File: src/sv/fld_pkg.sv
// ----------------------------------------------------------------------------
// fld_pkg
// Shared types and constants of the field line doubler.
// ----------------------------------------------------------------------------
`default_nettype none

package fld_pkg;

  localparam int PIX_W      = 8;
  localparam int OUT_ROW_W  = 12;
  localparam int OUT_COL_W  = 13;
  localparam int LB_REG_W   = 14;
  localparam int LN_REG_W   = 12;
  localparam int CFG_IDX_W  = 4;
  localparam int CFG_DATA_W = 14;
  localparam int OUT_DATA_W = 40;

  localparam logic [CFG_IDX_W-1:0] REG_FIELD_PARITY = 4'd0;
  localparam logic [CFG_IDX_W-1:0] REG_FULL_FRAME   = 4'd1;
  localparam logic [CFG_IDX_W-1:0] REG_LINE_BYTES   = 4'd2;
  localparam logic [CFG_IDX_W-1:0] REG_INPUT_LINES  = 4'd3;

  // result slots of one kept byte: row above, own row, row below
  typedef enum logic [1:0] {
    SLOT_A,
    SLOT_B,
    SLOT_C
  } slot_t;

  typedef struct packed {
    logic [PIX_W-1:0]     pix;
    logic [OUT_COL_W-1:0] col;
    logic [OUT_ROW_W-1:0] row_base;   // 2j, masked
    logic                 parity;
    logic                 j_first;
    logic                 j_last;
  } item_t;

endpackage

`default_nettype wire

File: src/sv/fld_seq.sv
// ----------------------------------------------------------------------------
// fld_seq
// Configuration registers, column/row counters and kept-row decode.
// ----------------------------------------------------------------------------
`default_nettype none

module fld_seq #(
  parameter int MAX_LINE_BYTES = 8192,
  parameter int MAX_LINES      = 2048
) (
  input  wire logic                              clk,
  input  wire logic                              rst_n,
  input  wire logic                              cfg_valid,
  output logic                                   cfg_ready,
  input  wire logic [fld_pkg::CFG_IDX_W-1:0]     cfg_index,
  input  wire logic [fld_pkg::CFG_DATA_W-1:0]    cfg_data,
  input  wire logic                              in_accept,
  input  wire logic [fld_pkg::PIX_W-1:0]         in_pixel,
  output logic                                   kept,
  output logic [$clog2(MAX_LINE_BYTES)-1:0]      addr,
  output fld_pkg::item_t                         item
);
  import fld_pkg::*;

  localparam int CW   = $clog2(MAX_LINE_BYTES);
  localparam int RW   = $clog2(MAX_LINES);
  localparam int LBW  = (CW + 1 > LB_REG_W) ? CW + 1 : LB_REG_W;
  localparam int LNW  = (RW + 1 > LN_REG_W) ? RW + 1 : LN_REG_W;
  localparam int ORW  = (RW + 1 > OUT_ROW_W) ? RW + 1 : OUT_ROW_W;
  localparam int OCW  = (CW > OUT_COL_W) ? CW : OUT_COL_W;
  localparam int RESET_LB = (8192 > MAX_LINE_BYTES) ? MAX_LINE_BYTES : 8192;
  localparam int RESET_LN = (240 > MAX_LINES) ? MAX_LINES : 240;

  logic          parity_r, parity_nxt;
  logic          full_r, full_nxt;
  logic [CW:0]   eff_lb_r, eff_lb_nxt;
  logic [RW:0]   eff_ln_r, eff_ln_nxt;
  logic [CW-1:0] col_r, col_nxt;
  logic [RW-1:0] row_r, row_nxt;

  logic [LBW-1:0] lb_ext;
  logic [LNW-1:0] ln_ext;
  logic [CW-1:0]  col_c;
  logic [RW-1:0]  row_c;
  logic [RW-1:0]  j;
  logic [RW:0]    fcount;
  logic [RW:0]    pair_lim;
  logic [CW:0]    col_inc;
  logic [RW:0]    row_inc;
  logic [ORW-1:0] base_x;
  logic [OCW-1:0] col_x;

  assign cfg_ready = 1'b1;

  // saturated register values, zero treated as one
  always_comb begin
    lb_ext = LBW'(cfg_data[LB_REG_W-1:0]);
    ln_ext = LNW'(cfg_data[LN_REG_W-1:0]);
    if (lb_ext == '0) begin
      lb_ext = LBW'(1);
    end else if (lb_ext > LBW'(MAX_LINE_BYTES)) begin
      lb_ext = LBW'(MAX_LINE_BYTES);
    end
    if (ln_ext == '0) begin
      ln_ext = LNW'(1);
    end else if (ln_ext > LNW'(MAX_LINES)) begin
      ln_ext = LNW'(MAX_LINES);
    end
  end

  always_comb begin
    col_c = ({1'b0, col_r} >= eff_lb_r) ? '0 : col_r;
    row_c = ({1'b0, row_r} >= eff_ln_r) ? '0 : row_r;
    pair_lim = {eff_ln_r[RW:1], 1'b0};
    if (full_r) begin
      kept   = (row_c[0] == parity_r) && ({1'b0, row_c} < pair_lim);
      j      = row_c >> 1;
      fcount = eff_ln_r >> 1;
    end else begin
      kept   = 1'b1;
      j      = row_c;
      fcount = eff_ln_r;
    end
    base_x = ORW'(j) << 1;
    col_x  = OCW'(col_c);
    item.pix      = in_pixel;
    item.col      = col_x[OUT_COL_W-1:0];
    item.row_base = base_x[OUT_ROW_W-1:0];
    item.parity   = parity_r;
    item.j_first  = (j == '0);
    item.j_last   = ((RW+1)'(j) + (RW+1)'(1)) == fcount;
    addr = col_c;
  end

  always_comb begin
    parity_nxt = parity_r;
    full_nxt   = full_r;
    eff_lb_nxt = eff_lb_r;
    eff_ln_nxt = eff_ln_r;
    col_nxt    = col_r;
    row_nxt    = row_r;
    col_inc    = {1'b0, col_c} + (CW+1)'(1);
    row_inc    = {1'b0, row_c} + (RW+1)'(1);
    if (in_accept) begin
      if (col_inc >= eff_lb_r) begin
        col_nxt = '0;
        row_nxt = (row_inc >= eff_ln_r) ? '0 : row_inc[RW-1:0];
      end else begin
        col_nxt = col_inc[CW-1:0];
        row_nxt = row_c;
      end
    end
    if (cfg_valid) begin
      unique case (cfg_index)
        REG_FIELD_PARITY: begin
          parity_nxt = cfg_data[0];
          col_nxt = '0;
          row_nxt = '0;
        end
        REG_FULL_FRAME: begin
          full_nxt = cfg_data[0];
          col_nxt = '0;
          row_nxt = '0;
        end
        REG_LINE_BYTES: begin
          eff_lb_nxt = lb_ext[CW:0];
          col_nxt = '0;
          row_nxt = '0;
        end
        REG_INPUT_LINES: begin
          eff_ln_nxt = ln_ext[RW:0];
          col_nxt = '0;
          row_nxt = '0;
        end
        default: begin
        end
      endcase
    end
  end

  always_ff @(posedge clk) begin
    if (!rst_n) begin
      parity_r <= 1'b0;
      full_r   <= 1'b0;
      eff_lb_r <= (CW+1)'(RESET_LB);
      eff_ln_r <= (RW+1)'(RESET_LN);
      col_r    <= '0;
      row_r    <= '0;
    end else begin
      parity_r <= parity_nxt;
      full_r   <= full_nxt;
      eff_lb_r <= eff_lb_nxt;
      eff_ln_r <= eff_ln_nxt;
      col_r    <= col_nxt;
      row_r    <= row_nxt;
    end
  end

endmodule

`default_nettype wire

File: config.mk
export PLATFORM = sky130hd
export DESIGN_NAME = fld_seq
export DESIGN_NICKNAME = d
export VERILOG_FILES = /design/src/sv/fld_pkg.sv /design/src/sv/fld_seq.sv
export SDC_FILE = /design/constraint.sdc
export NUM_CORES = 1
export LEC_CHECK = 0
export BUFFER_PORTS_ARGS = -buffer_cell sky130_fd_sc_hd__clkbuf_2
export CAP_MARGIN = 20
export CORE_MARGIN = 2
export CORE_UTILIZATION = 40
export DETAILED_ROUTE_END_ITERATION = 16
export GPL_ROUTABILITY_DRIVEN = 1
export PLACE_DENSITY = 0.71
export SLEW_MARGIN = 20
export SYNTH_ARGS = -nofsm -noshare
export SYNTH_HDL_FRONTEND = slang
export SYNTH_SLANG_ARGS = --single-unit
File: constraint.sdc
create_clock -name clk -period 6.6 [get_ports clk]
set_input_delay 0 -clock clk [delete_from_list [all_inputs] [get_ports clk]]
set_output_delay 0 -clock clk [all_outputs]
set_load 0.02 [all_outputs]
==> results.txt <==
The run finished with clean final reports. STA classifies the critical path startpoint as a register. Once detail routing completed, the nets flagged for antenna violations numbered 0. In this run the number of H-tree levels came out at 2. The x dimension of the die is 118.7 um. The post-CTS clock slew at the launch and capture registers of the worst setup and hold paths is 70 ps.

The relative slew slack came out at 0.3823. The count of input and output buffers is 62. The net count of the finished layout is 782. The global-route wire length before repair came out at 22.72 mm. The main flop type after synthesis is sky130_fd_sc_hd__dfxtp_1. Counting instances, the worst hold path has a depth of 0.

81 I/O pins were placed. The most frequent cell after synthesis is sky130_fd_sc_hd__ha_1. The worst hold path terminates at item[28].

A synthesized cell averages 7.818 sq um. For met1 alone, demand over resource in global routing was 0.2630. The worst register-to-register path has a setup slack of 1730 ps. CTS placed an instance of sky130_fd_sc_hd__clkbuf_16 at the clock tree root. The max-capacitance violation count is 0. The clock latency reported for the late side of the worst-skew pair came out at 300 ps. Overall power consumption after layout is estimated at 697.8 uW. In this run the cell area of the synthesized design comes to 0.005261 sq mm. The async set-or-reset flop fraction in the synthesized netlist is 0.

The maximum number of pins on one net before global-route repair is 31. Setup repair after global routing left no endpoint under its margin. The HPWL after detailed placement is 10.57 mm. The transition time at the pin with the least slew margin came out at 903.2 ps.

The total global routing overflow is 0. The number of warnings reported in the yosys synthesis log is 0. The full die area is 0.01409 sq mm.

The TritonCTS clock tree is built. The number of antenna violations at the first check in global routing came to 0. Counting every net in the synthesized netlist gives 765. The number of global-route vias before repair is 4586. The start-to-end type of the worst setup path is register to register. OpenSTA, run right after detailed placement, puts the worst setup slack at 1789 ps. The count of vias placed by the detailed router came out at 4830. In the final routed layout, each cell accounts on average for 15.96 um.

The fraction of the cycle the final worst path needs is 0.7380. The worst clock skew is 8.663 ps. Data on the critical path arrives at its endpoint at 5100 ps. In the final layout, the share of cells above drive strength 1 is 0.1462. The TritonCTS buffer count is 5. The initial core utilization is 0.4136. The total of endpoints with negative setup slack in the final report is 0. The number of cells on the worst reg-to-reg path is 21. The overall global routing resource usage came out at 0.1956. The number of buffers inserted by post-CTS setup repair came out at 0. The number of inserted diodes came out at 0. The share of the Yosys chip area taken by registers is 0.1979. For this run, design rule violations remaining after detail routing come to 0. The critical path required time came out at 6830 ps. Compared with the post-synthesis result, the final layout area differs by 7.753%.

The routing layer with the top usage in global route is met2. The worst hold path begins at in_pixel[0]. The number of flops mapped to enable cells by yosys came out at 0. The post-detailed-routing wire length came out at 13.78 mm.

The routability-driven placement congestion ratio is 0.9186. Ranked by instance count, the synthesized netlist is headed by sky130_fd_sc_hd__ha_1 (62), sky130_fd_sc_hd__nand2_1 (58), sky130_fd_sc_hd__dfxtp_1 (52). The count of endpoints failing hold in the final timing report is 0. The share of synthesized area in the top cell type comes to 0.1979. The leakage power summed over all cells is 2.487 nW.

The worst register-to-register path begins at col_r[0]. The number of standard cells in the layout, taps in and fillers out is 863. The number of sinks handled by clock tree synthesis is 52.

In this run, placement finished with an instance count of 853. STA classifies the critical path endpoint as a register. In the post-synthesis netlist, the biggest area contributors are sky130_fd_sc_hd__dfxtp_1 (20%), sky130_fd_sc_hd__ha_1 (15%), sky130_fd_sc_hd__nand2_1 (4.1%), sky130_fd_sc_hd__buf_4 (3.9%), sky130_fd_sc_hd__nor2_1 (3.6%).

The number of standard-cell rows in the floorplan is 41. The count of final max-slew check failures came out at 0. The terminus of the critical flop-to-flop path is row_r[2]. The vertical die dimension came out at 118.7 um. The setup total negative slack came out at 0 ps. The largest driver fanout on the critical path is 10. The post-route minimum period is 4871 ps. After detailed routing, the number of vias per cell comes to 5.597. The clock passes through at most 2 buffers.

The detailed router finished its first iteration with 279 violations. sky130_fd_sc_hd__dfxtp_1 takes more of the synthesized area than any other cell. The global-route met2 utilization is 0.3093. Counting distinct cell types in the post-synthesis netlist gives 76. The highest attainable clock frequency is 205.3 MHz. In the global route stage, met3 resource usage came out at 0.03041. The largest vdd supply drop came out at 0.1792 mV.

The classification of the worst-slack hold path is input pin to output pin. The final worst-path setup slack came out at 1729 ps. The register bit count reported by yosys came out at 52. For this design the ratio of total power to cell area is 123.1 mW/mm^2. The core footprint is 0.01272 sq mm. The total iterations of the first detailed-routing run is 5. The number of instances in the synthesized netlist came out at 673.
sequential cells by signal, summed over array words and instances (netlist names):
| register | cells |
|---|---|
| col_r | 13 |
| eff_lb_r | 14 |
| eff_ln_r | 12 |
| full_r | 1 |
| parity_r | 1 |
| row_r | 11 |
critical path: stages, from the launching register on:
cell and delay [ps]:
sky130_fd_sc_hd__dfxtp_1 350, sky130_fd_sc_hd__inv_1 60, sky130_fd_sc_hd__ha_1 260, sky130_fd_sc_hd__nand2b_1 140, sky130_fd_sc_hd__a21o_1 170, sky130_fd_sc_hd__a21oi_1 140, sky130_fd_sc_hd__o211ai_1 130, sky130_fd_sc_hd__a311o_1 380
sky130_fd_sc_hd__nor2_1 260, sky130_fd_sc_hd__ha_1 310, sky130_fd_sc_hd__and3_1 350, sky130_fd_sc_hd__nand2_1 100, sky130_fd_sc_hd__or3_1 340, sky130_fd_sc_hd__a21oi_1 170, sky130_fd_sc_hd__ha_1 150, sky130_fd_sc_hd__nand4_1 120
sky130_fd_sc_hd__nor4_1 270, sky130_fd_sc_hd__nor2_1 70, sky130_fd_sc_hd__o311a_1 220, sky130_fd_sc_hd__and4b_1 530, sky130_fd_sc_hd__a22oi_1 150, sky130_fd_sc_hd__nor2_1 110
final cells by class:
| cell class | instances | area [sq um] |
|---|---|---|
| clock inverter | 2 | 38.79 |
| multi-input combinational | 518 | 3705 |
| timing repair buffer | 68 | 360.3 |
| sequential | 52 | 1042 |
| fill | 1339 | 7053 |
| clock buffer | 6 | 138.9 |
| inverter | 45 | 168.9 |
| tap | 172 | 215.2 |
kinds of logic (layout without fill, tap and decap cells):
logic type / after synthesis / count (layout) / share of synthesized area
xor+xnor: 34 / 34 / 0.05803
buf+inv: 103 / 121 / 0.09797
other cells: 2 / 2 / 0.001427
mux: 20 / 20 / 0.03971
flops: 52 / 52 / 0.1979
compound gates: 143 / 143 / 0.1931
simple gates: 256 / 256 / 0.2626
fa+ha+maj: 63 / 63 / 0.1493
report_power, final:
group | switching (mW) | internal (mW)
sequential | 0.00417 | 0.316
combinational | 0.0411 | 0.0256
clock | 0.120 | 0.190
how the worst max path moves through the flow:
stage | from | to | slack, ps | cells after the start
2_1_floorplan | col_r[0] | row_r[7] | 1650 | 23
3_3_place_gp | col_r[0] | row_r[7] | 1980 | 19
3_5_place_dp | col_r[0] | row_r[4] | 1790 | 21
4_1_cts | col_r[0] | row_r[4] | 1740 | 21
5_1_grt | col_r[0] | row_r[6] | 1170 | 21
6_report | col_r[0] | row_r[2] | 1730 | 21
metrics by stage:
stage | hold slack (ps) | cell area, sq um | utilization
2_1_floorplan | 112.6 | 5261 | -
3_3_place_gp | 0.1367 | 5472 | 0.4301
3_5_place_dp | 0.1367 | 5472 | 0.4301
4_1_cts | 0.1367 | 5669 | 0.4456
5_1_grt | 0.05919 | 5669 | 0.4456
6_report | 0.008814 | 5669 | 0.4456
what timing repair did:
action	in CTS	in global routing
resized for setup	0	0
endpoints found under the hold margin	2	0
setup endpoints to repair	0	0
hold buffers	2	0
placed cells by master (no fill, tap or decap), types with 13 or more instances in the layout:
master and count:
sky130_fd_sc_hd__nor2b_1 27, sky130_fd_sc_hd__ha_1 62, sky130_fd_sc_hd__nor3_1 13, sky130_fd_sc_hd__mux2i_1 15, sky130_fd_sc_hd__nand3_1 24, sky130_fd_sc_hd__a21oi_1 37, sky130_fd_sc_hd__inv_1 45, sky130_fd_sc_hd__xnor2_1 19
sky130_fd_sc_hd__xor2_1 14, sky130_fd_sc_hd__clkbuf_2 62, sky130_fd_sc_hd__a21o_1 23, sky130_fd_sc_hd__and2_1 21, sky130_fd_sc_hd__nor2_1 50, sky130_fd_sc_hd__dfxtp_1 51, sky130_fd_sc_hd__nand2_1 58, sky130_fd_sc_hd__a22oi_1 19
per-layer routing:
layer	up-vias	share of wire
met3	31	0.059
met5	-	0
met4	0	0.032
met2	150	0.45
li1	2391	-
met1	2258	0.46
No activity file was read; power rests on OpenSTA's default activity.
