==> config.mk <==
export PLATFORM = sky130hd
export DESIGN_NAME = fld_emit
export DESIGN_NICKNAME = d
export VERILOG_FILES = /design/src/sv/fld_pkg.sv /design/src/sv/fld_emit.sv
export SDC_FILE = /design/constraint.sdc
export NUM_CORES = 1
export LEC_CHECK = 0
export ABC_AREA = 1
export BUFFER_PORTS_ARGS = -buffer_cell sky130_fd_sc_hd__buf_4
export CORE_ASPECT_RATIO = 1.25
export CORE_MARGIN = 3
export CORE_UTILIZATION = 41
export DETAILED_ROUTE_END_ITERATION = 12
export SETUP_SLACK_MARGIN = 0.1
export SYNTH_ARGS = -nofsm -noshare
export SYNTH_HDL_FRONTEND = slang
export SYNTH_SLANG_ARGS = --single-unit
==> constraint.sdc <==
create_clock -name clk -period 8 [get_ports clk]
set_input_delay 0.8 -clock clk [delete_from_list [all_inputs] [get_ports clk]]
set_output_delay 0.8 -clock clk [all_outputs]
set_load 0.02 [all_outputs]
==> src/sv/fld_pkg.sv <==
// ----------------------------------------------------------------------------
// fld_pkg
// Shared types and constants of the field line doubler.
// ----------------------------------------------------------------------------
`default_nettype none

package fld_pkg;

  localparam int PIX_W      = 8;
  localparam int OUT_ROW_W  = 12;
  localparam int OUT_COL_W  = 13;
  localparam int LB_REG_W   = 14;
  localparam int LN_REG_W   = 12;
  localparam int CFG_IDX_W  = 4;
  localparam int CFG_DATA_W = 14;
  localparam int OUT_DATA_W = 40;

  localparam logic [CFG_IDX_W-1:0] REG_FIELD_PARITY = 4'd0;
  localparam logic [CFG_IDX_W-1:0] REG_FULL_FRAME   = 4'd1;
  localparam logic [CFG_IDX_W-1:0] REG_LINE_BYTES   = 4'd2;
  localparam logic [CFG_IDX_W-1:0] REG_INPUT_LINES  = 4'd3;

  // result slots of one kept byte: row above, own row, row below
  typedef enum logic [1:0] {
    SLOT_A,
    SLOT_B,
    SLOT_C
  } slot_t;

  typedef struct packed {
    logic [PIX_W-1:0]     pix;
    logic [OUT_COL_W-1:0] col;
    logic [OUT_ROW_W-1:0] row_base;   // 2j, masked
    logic                 parity;
    logic                 j_first;
    logic                 j_last;
  } item_t;

endpackage

`default_nettype wire

==> src/sv/fld_emit.sv <==
// ----------------------------------------------------------------------------
// fld_emit
// Holds one kept byte with its stored neighbour and sends its results
// one per cycle, unless out_tready stalls the output, through an output register.
// ----------------------------------------------------------------------------
`default_nettype none

module fld_emit (
  input  wire logic                            clk,
  input  wire logic                            rst_n,
  input  wire logic                            load,       // kept byte accepted
  input  wire fld_pkg::item_t                  load_item,
  input  wire logic [fld_pkg::PIX_W-1:0]       prev_pix,   // aligned with held byte
  output logic                                 free,
  output logic                                 out_tvalid,
  input  wire logic                            out_tready,
  output logic [fld_pkg::OUT_DATA_W-1:0]       out_tdata,
  output logic                                 out_tlast
);
  import fld_pkg::*;

  logic  hold_valid_r, hold_valid_nxt;
  item_t hold_r;
  slot_t slot_r, slot_nxt;

  logic                 out_valid_r, out_valid_nxt;
  logic [PIX_W-1:0]     val_r;
  logic [OUT_ROW_W-1:0] row_r;
  logic [OUT_COL_W-1:0] col_r;
  logic                 last_r;

  logic                 out_load;
  logic                 has_c;
  logic [PIX_W:0]       sum;
  logic [PIX_W-1:0]     avg;
  logic [PIX_W-1:0]     cur_val;
  logic [OUT_ROW_W-1:0] cur_row;
  logic                 cur_last;

  assign sum   = {1'b0, prev_pix} + {1'b0, hold_r.pix};
  assign avg   = sum[PIX_W:1];
  assign has_c = hold_r.parity || hold_r.j_last;

  always_comb begin
    out_load = hold_valid_r && (!out_valid_r || out_tready);
    unique case (slot_r)
      SLOT_A: begin
        cur_val  = avg;
        cur_row  = hold_r.row_base - OUT_ROW_W'(1);
        cur_last = 1'b0;
      end
      SLOT_B: begin
        cur_val  = (!hold_r.parity || hold_r.j_first) ? hold_r.pix : avg;
        cur_row  = hold_r.row_base;
        cur_last = !has_c;
      end
      SLOT_C: begin
        cur_val  = hold_r.pix;
        cur_row  = hold_r.row_base + OUT_ROW_W'(1);
        cur_last = 1'b1;
      end
      default: begin
        cur_val  = hold_r.pix;
        cur_row  = hold_r.row_base;
        cur_last = 1'b1;
      end
    endcase
    free = !hold_valid_r || (out_load && cur_last);

    hold_valid_nxt = hold_valid_r;
    slot_nxt       = slot_r;
    if (out_load) begin
      unique case (slot_r)
        SLOT_A:  slot_nxt = SLOT_B;
        SLOT_B:  slot_nxt = SLOT_C;
        default: slot_nxt = slot_r;
      endcase
      if (cur_last) begin
        hold_valid_nxt = 1'b0;
      end
    end
    if (load) begin
      hold_valid_nxt = 1'b1;
      slot_nxt = (!load_item.parity && !load_item.j_first) ? SLOT_A : SLOT_B;
    end

    out_valid_nxt = out_valid_r;
    if (out_load) begin
      out_valid_nxt = 1'b1;
    end else if (out_tready) begin
      out_valid_nxt = 1'b0;
    end
  end

  always_ff @(posedge clk) begin
    if (!rst_n) begin
      hold_valid_r <= 1'b0;
      slot_r       <= SLOT_B;
      out_valid_r  <= 1'b0;
    end else begin
      hold_valid_r <= hold_valid_nxt;
      slot_r       <= slot_nxt;
      out_valid_r  <= out_valid_nxt;
    end
  end

  always_ff @(posedge clk) begin
    if (load) begin
      hold_r <= load_item;
    end
    if (out_load) begin
      val_r  <= cur_val;
      row_r  <= cur_row;
      col_r  <= hold_r.col;
      last_r <= cur_last;
    end
  end

  assign out_tvalid = out_valid_r;
  assign out_tlast  = last_r;
  assign out_tdata  = {{(OUT_DATA_W - PIX_W - OUT_ROW_W - OUT_COL_W){1'b0}},
                       col_r, row_r, val_r};

endmodule

`default_nettype wire

==> summary.txt, run 1 <==
Critical path
  – Worst-path cell chain: inv_2 > nand2_1 > ha_1 > a21oi_1 > nand2_1 > nand2_1 > nand3_1 > nand2_1 > nand2_1 > nand2_1 > nand2_1
  – R2R Path Start: slot_r[0]
  – CP dominant cell by count: nand2_1
  – Critical Path Start Type: flip-flop
  – CP max FO: 15
  – Crit path DAT: 3.00 ns
  – Setup CP Type: reg -> reg
  – Critical Path Start: slot_r[0]
  – CP required: 8.11 ns
  – Worst path slowest cell: dfxtp_1
  – CP Capture Type: flip-flop
  – Worst path max stage delay: about 0.73 ns

Hold path
  – Class of the tightest hold or removal check: reg -> reg
  – Hold Startpoint: hold_r[21]

Power
  – Internal: just over 700 uW
  – Worst VDD drop: 0.122 mV
  – Pwr per Cell Area: 218 nW/um2
  – Clk pwr share: roughly a third
  – Combinational group share of total power: ~17%
  – P_leak: 2.01 nW
  – Net Sw Frac: 27.2%
  – NetSw: 268 uW
  – Seq pwr share: 48.5%

Synth
  – Sequential share of the synthesized area: 61.3%
  – Syn. warnings: 0
  – Seq cells post-synth: 74
  – Top FF cell, synth: edfxtp_1
  – Top cells by area, synth: edfxtp_1 (59%), nand2_1 (11%), ha_1 (6.3%)
  – Synth area leader: edfxtp_1
  – Netlist Area Pre-Place: 3560 um2
  – Yosys top cell area share: 59.1%
  – Mapped Cells: 340
  – Netlist cell types: 29
  – Avg Inst Size Synth: around 10 um2
  – Async SR Flop Fraction: 0%
  – Post-synth EDFFs: 70

Layout
  – Commonest non-fill, non-tap cell in the layout: nand2_1
  – Area Overhead vs Synth: 26.8%
  – # diodes: 0
  – Multi-input gate area: 1210 um2
  – Final Util: 54.1%
  – Seq. cell area: 2180 um2
  – Final nets: about 500
  – Share of cells above drive strength 1: 25.5%
  – Commonest non-fill, non-tap cells in the layout: nand2_1 (105), buf_4 (84), edfxtp_1 (70), inv_1 (32), nand3_1 (21)
  – # fillers: 750

Floorplan
  – Row count: 37
  – Die area: about 9800 um2
  – Die H: 110 um
  – Initial Util: approximately 43%
  – Die X: 89.3 um
  – Number of top-level pins: 91
  – Core box area: roughly 8300 um2

Timing
  – Max Fclk: between 0.3 and 0.4 GHz
  – RSZ-0062 raised after global routing: no
  – Final setup violation count: 0
  – Clock skew: 0.00806 ns
  – Worst Slack Setup Final: 5.11 ns
  – Max Transition Viols Final: 0
  – Fin crit period: ~2.9 ns
  – Least-Margin Pin Slew: about 0.63 ns
  – Final Hold Vio Count: 0
  – Final period utilization: 36.1%
  – Relative max-transition margin: 58.1%
  – Setup TNS: 0 ns

GRT
  – Vias in the first global route: 2572
  – Largest net degree at the start of global routing: 39
  – Overflow after GRT: 0
  – First-pass GRT wire length: 11400 um
  – Gr usage total: 15.1%
  – Antenna violations before repair: 0

Placement
  – Routability cong.: 0.881
  – DP Worst Slack: 5.11 ns
  – DP HPWL: between 5000 and 6000 um
  – PortBufs: 83

Clocking
  – CTS root buf: clkbuf_8
  – Clock sinks: 74
  – Clock transition at path regs: 0.09 ns
  – # hold bufs at CTS: 0
  – CTS Buffer Depth: 2
  – Setup repair bufs after CTS: 0
  – Htree depth: 3
  – CTS Buf Count: 9
  – CTS tree: done
  – Later-pin clock latency in the skew report: 0.35 ns
  – Post_cts resized: 0

Detailed routing
  – Vias per Instance: approximately 4.8
  – Post-DRT Antenna Nets: 0
  – Vias: 2578
  – WL final: 6990 um
  – Detailed-route DRC error count: 0
  – Avg WL per Cell: 13.1 um
  – First-pass DRT Iterations: 4
  – DRT iter0 DRCs: 147

Job
  – Maxcap violations: 0

Run status
  – Status: complete, no violations
## worst max-delay path, delay by kind of cell, from the launching register on
family	cells	cell delay (ns)
flops	1	0.73
buf+inv	1	0.29
fa+ha+maj	1	0.37
simple gates	8	0.93
compound gates	1	0.33
## Yosys cell counts, drive strengths merged, types with 2 or more instances
cell    instances
nand2         105
edfxtp         70
inv            34
nand3          22
nor2           22
a21oi          21
ha             18
buf             8
o21ai           8
nand4           6
dfxtp           4
or2             4
xnor2           4
clkbuf          2
fa              2
nand3b          2
nor3            2
o21a            2
## metal layers
metal | routed length [um] | GRT usage (%) | part of all wire [%]
met1 | 2760 | 17.4 | 39
met2 | 3660 | 25.9 | 52
met3 | 436 | 4.61 | 6.2
met4 | 132 | 6.17 | 1.9
met5 | 0 | 0 | 0
## through the flow
step / std cells / cell area [um2] / power (mW) / hold slack (ns)
global route: 533 / 4510 / 1.04 / 0.435
CTS: 533 / 4510 / 0.999 / 0.426
global placement: 517 / 4280 / 0.655 / 0.401
finish: 533 / 4510 / 0.983 / 0.424
detailed placement: 517 / 4280 / 0.657 / 0.405
floorplan: 346 / 3580 / 0.594 / 0.400
## power by group through the flow
stage	Sequential [mW]	Combinational, mW	Clock [mW]
floorplan	0.500	0.0936	0
global placement	0.486	0.169	0
detailed placement	0.486	0.171	0
CTS	0.477	0.172	0.350
global route	0.481	0.193	0.363
finish	0.477	0.170	0.336
## registers in the layout (all words and copies together), names as in the netlist
name          count
hold_r           36
slot_r            2
hold_valid_r      1
out_tlast         1
out_tvalid        1
val_r             8
row_r            12
col_r            13
## final timing paths
path	end	slack, ns	cells after the start
min reg2reg	col_r[6]	0.42	0
max	row_r[11]	5.11	11
max reg2reg	row_r[11]	5.11	11
min	col_r[6]	0.42	0
## area by class of cell
| class | count | share of cell area, % |
|---|---|---|
| multi-input combinational | 227 | 26.8 |
| clock inverter | 7 | 2.39 |
| clock buffer | 9 | 2.75 |
| timing repair buffer | 84 | 14.0 |
| tap | 97 | 2.69 |
| sequential | 74 | 48.4 |
| inverter | 35 | 3.02 |
## cells by family (layout without fill, tap and decap cells)
kind of cell             after synthesis  in the layout  share of synthesized area (%)
adder cells (fa/ha/maj)               20             20                           7.45
buffers and inverters                 45            135                           5.66
AO/OA/AOI/OAI                         33             33                           4.89
other                                  1              7                          0.105
AND/OR/NAND/NOR                      163            163                           19.6
XOR/XNOR                               4              4                          0.984
flip-flops                            74             74                           61.3
Note: power is estimated with default switching activity, not from simulation.
==> run 2: changes to the inputs <==
==> constraint.sdc (replaced) <==
create_clock -name clk -period 3.01 [get_ports clk]
set_input_delay 0.301 -clock clk [delete_from_list [all_inputs] [get_ports clk]]
set_output_delay 0.301 -clock clk [all_outputs]
set_load 0.02 [all_outputs]
==> run 2 against run 1 <==
Power increased to 2.7 times the previous value. Final area grew 0.33%. Die area unchanged. Count of clock-buffer cells in the layout is the same. Final cell count up 0.38%. Clock skew increased by 0.0025 ns. Via count down 0.19%. Global-route usage up 0.19 points. Largest cell class unchanged. Highest routed layer unchanged.
==> summary.txt, run 2 (same netlist as run 1, synthesis figures left out) <==
Floorplan
  – Initial Util: 42.7%
  – Core box area: 8330 um2
  – Die H: around 110 um
  – Die X: about 90 um
  – Number of top-level pins: 91
  – Die area: 9840 um2
  – Row count: 37

Timing
  – Clock skew: 0.0106 ns
  – Final Hold Vio Count: 0
  – Setup TNS: 0 ns
  – Max Fclk: 0.410 GHz
  – Relative max-transition margin: between 60% and 70%
  – RSZ-0062 raised after global routing: no
  – Fin crit period: 2.44 ns
  – Least-Margin Pin Slew: 0.595 ns
  – Final setup violation count: 0
  – Final period utilization: between 80% and 90%
  – Final Hold Slack: around 0.12 ns
  – Max Transition Viols Final: 0

Critical path
  – Crit-path leading delay family: simple AND/OR/NAND/NOR gates
  – CP Capture Type: flip-flop
  – CP required: 3.12 ns
  – R2R Setup Slk: 0.57 ns
  – CP max FO: 15
  – Setup CP Type: reg -> reg
  – Worst path slowest cell: ha_1
  – Worst-path cell chain: inv_2 > nand2_1 > ha_1 > nand2_1 > nand3_2 > nand2_1 > nand2_1 > or2_1 > nand3_1 > nand2_1
  – CP dominant cell by count: nand2_1
  – Buf+Inv Stages, Crit Path: 1
  – Worst path max stage delay: 0.51 ns
  – Crit path DAT: 2.55 ns
  – Critical Path Start Type: flip-flop

Detailed routing
  – Vias per Instance: 4.81
  – First-pass DRT Iterations: 4
  – Post-DRT Antenna Nets: 0
  – DRT iter0 DRCs: 81
  – Avg WL per Cell: 13.2 um
  – Detailed-route DRC error count: 0
  – Vias: 2573
  – WL final: 7080 um

GRT
  – Gr usage total: 15.3%
  – Largest net degree at the start of global routing: 39
  – Vias in the first global route: 2629
  – Overflow after GRT: 0
  – First-pass GRT wire length: 11500 um
  – Antenna violations before repair: 0

Layout
  – # diodes: 0
  – Commonest non-fill, non-tap cells in the layout: nand2_1 (105), buf_4 (86), edfxtp_1 (70), inv_1 (32), nand3_1 (21)
  – Final nets: 501
  – Largest regs: hold_r: 36 flops, col_r: 13 flops, row_r: 12 flops
  – # fillers: 734
  – Commonest non-fill, non-tap cell in the layout: nand2_1
  – Share of cells above drive strength 1: about a quarter
  – Number of flip-flops in the largest register: 36
  – Area Overhead vs Synth: 27.2%
  – Biggest register: hold_r

Power
  – Net Sw Frac: 27.1%
  – P_leak: 2.02 nW
  – Clk pwr share: 33.9%
  – Internal: roughly 1.9 mW
  – NetSw: 708 uW
  – Combinational group share of total power: 17.7%
  – Seq pwr share: 48.4%
  – Worst VDD drop: 0.309 mV
  – Pwr per Cell Area: about 580 nW/um2

Clocking
  – Clock sinks: 74
  – Later-pin clock latency in the skew report: 0.35 ns
  – CTS Buf Count: 9
  – # hold bufs at CTS: 0
  – Htree depth: 3
  – Clock transition at path regs: 0.09 ns
  – CTS root buf: clkbuf_8
  – Setup repair bufs after CTS: 0
  – CTS tree: done
  – CTS Buffer Depth: 2
  – Post_cts resized: 0

Placement
  – DP HPWL: about 5300 um
  – PortBufs: 83
  – Routability cong.: 0.847

Job
  – Maxcap violations: 0

Run status
  – Status: complete, no violations

Hold path
  – Class of the tightest hold or removal check: in -> reg
[run 2: layer usage]
| layer | GRT usage [%] | routed length [um] | part of all wire, % | up-vias |
|---|---|---|---|---|
| met4 | 7.23 | 168 | 2.4 | 0 |
| met1 | 16.4 | 2760 | 39 | 1172 |
| met5 | 0 | 0 | 0 | - |
| met2 | 28.1 | 3790 | 54 | 64 |
| li1 | - | - | - | 1323 |
| met3 | 3.12 | 350 | 4.9 | 14 |
[run 2: path summary, 6_finish.rpt]
| path | startpoint | end | depth (start not counted) |
|---|---|---|---|
| worst max register to register | slot_r[0] | row_r[5] | 10 |
| worst min register to register | hold_r[21] | col_r[6] | 0 |
| worst max-delay path | slot_r[0] | row_r[5] | 10 |
| worst min-delay path | load_item[7] | hold_r[7] | 1 |
[run 2: layout make-up]
class | count | area (um2) | area share [%]
Multi-Input combinational cell | 227 | 1210 | 26.7
Timing Repair Buffer | 86 | 646 | 14.3
Sequential cell | 74 | 2180 | 48.2
Tap cell | 97 | 121 | 2.68
Inverter | 35 | 136 | 3.01
Clock buffer | 9 | 124 | 2.74
Clock inverter | 7 | 108 | 2.38
[run 2: worst reg2reg max path, delay by kind of cell (launching register included)]
family / cells / cell delay, ns
fa+ha+maj: 1 / 0.51
flops: 1 / 0.32
simple gates: 8 / 1.15
buf+inv: 1 / 0.22
[run 2: power groups by stage]
stage	clock network, mW	registers [mW]	logic (mW)
after global routing	0.949	1.27	0.523
after global placement	0	1.29	0.462
after CTS	0.917	1.27	0.467
after detailed placement	0	1.29	0.465
after floorplan	0	1.33	0.249
final	0.886	1.26	0.462
[run 2: stage by stage]
step,worst slack [ns],utilization (%),total power [mW],instances,instance area (um2)
floorplan,0.276,-,1.58,346,3580
global placement,0.575,51.5,1.75,519,4290
detailed placement,0.554,51.5,1.75,519,4290
CTS,0.538,54.3,2.65,535,4530
global route,0.310,54.3,2.75,535,4530
finish,0.573,54.3,2.61,535,4530
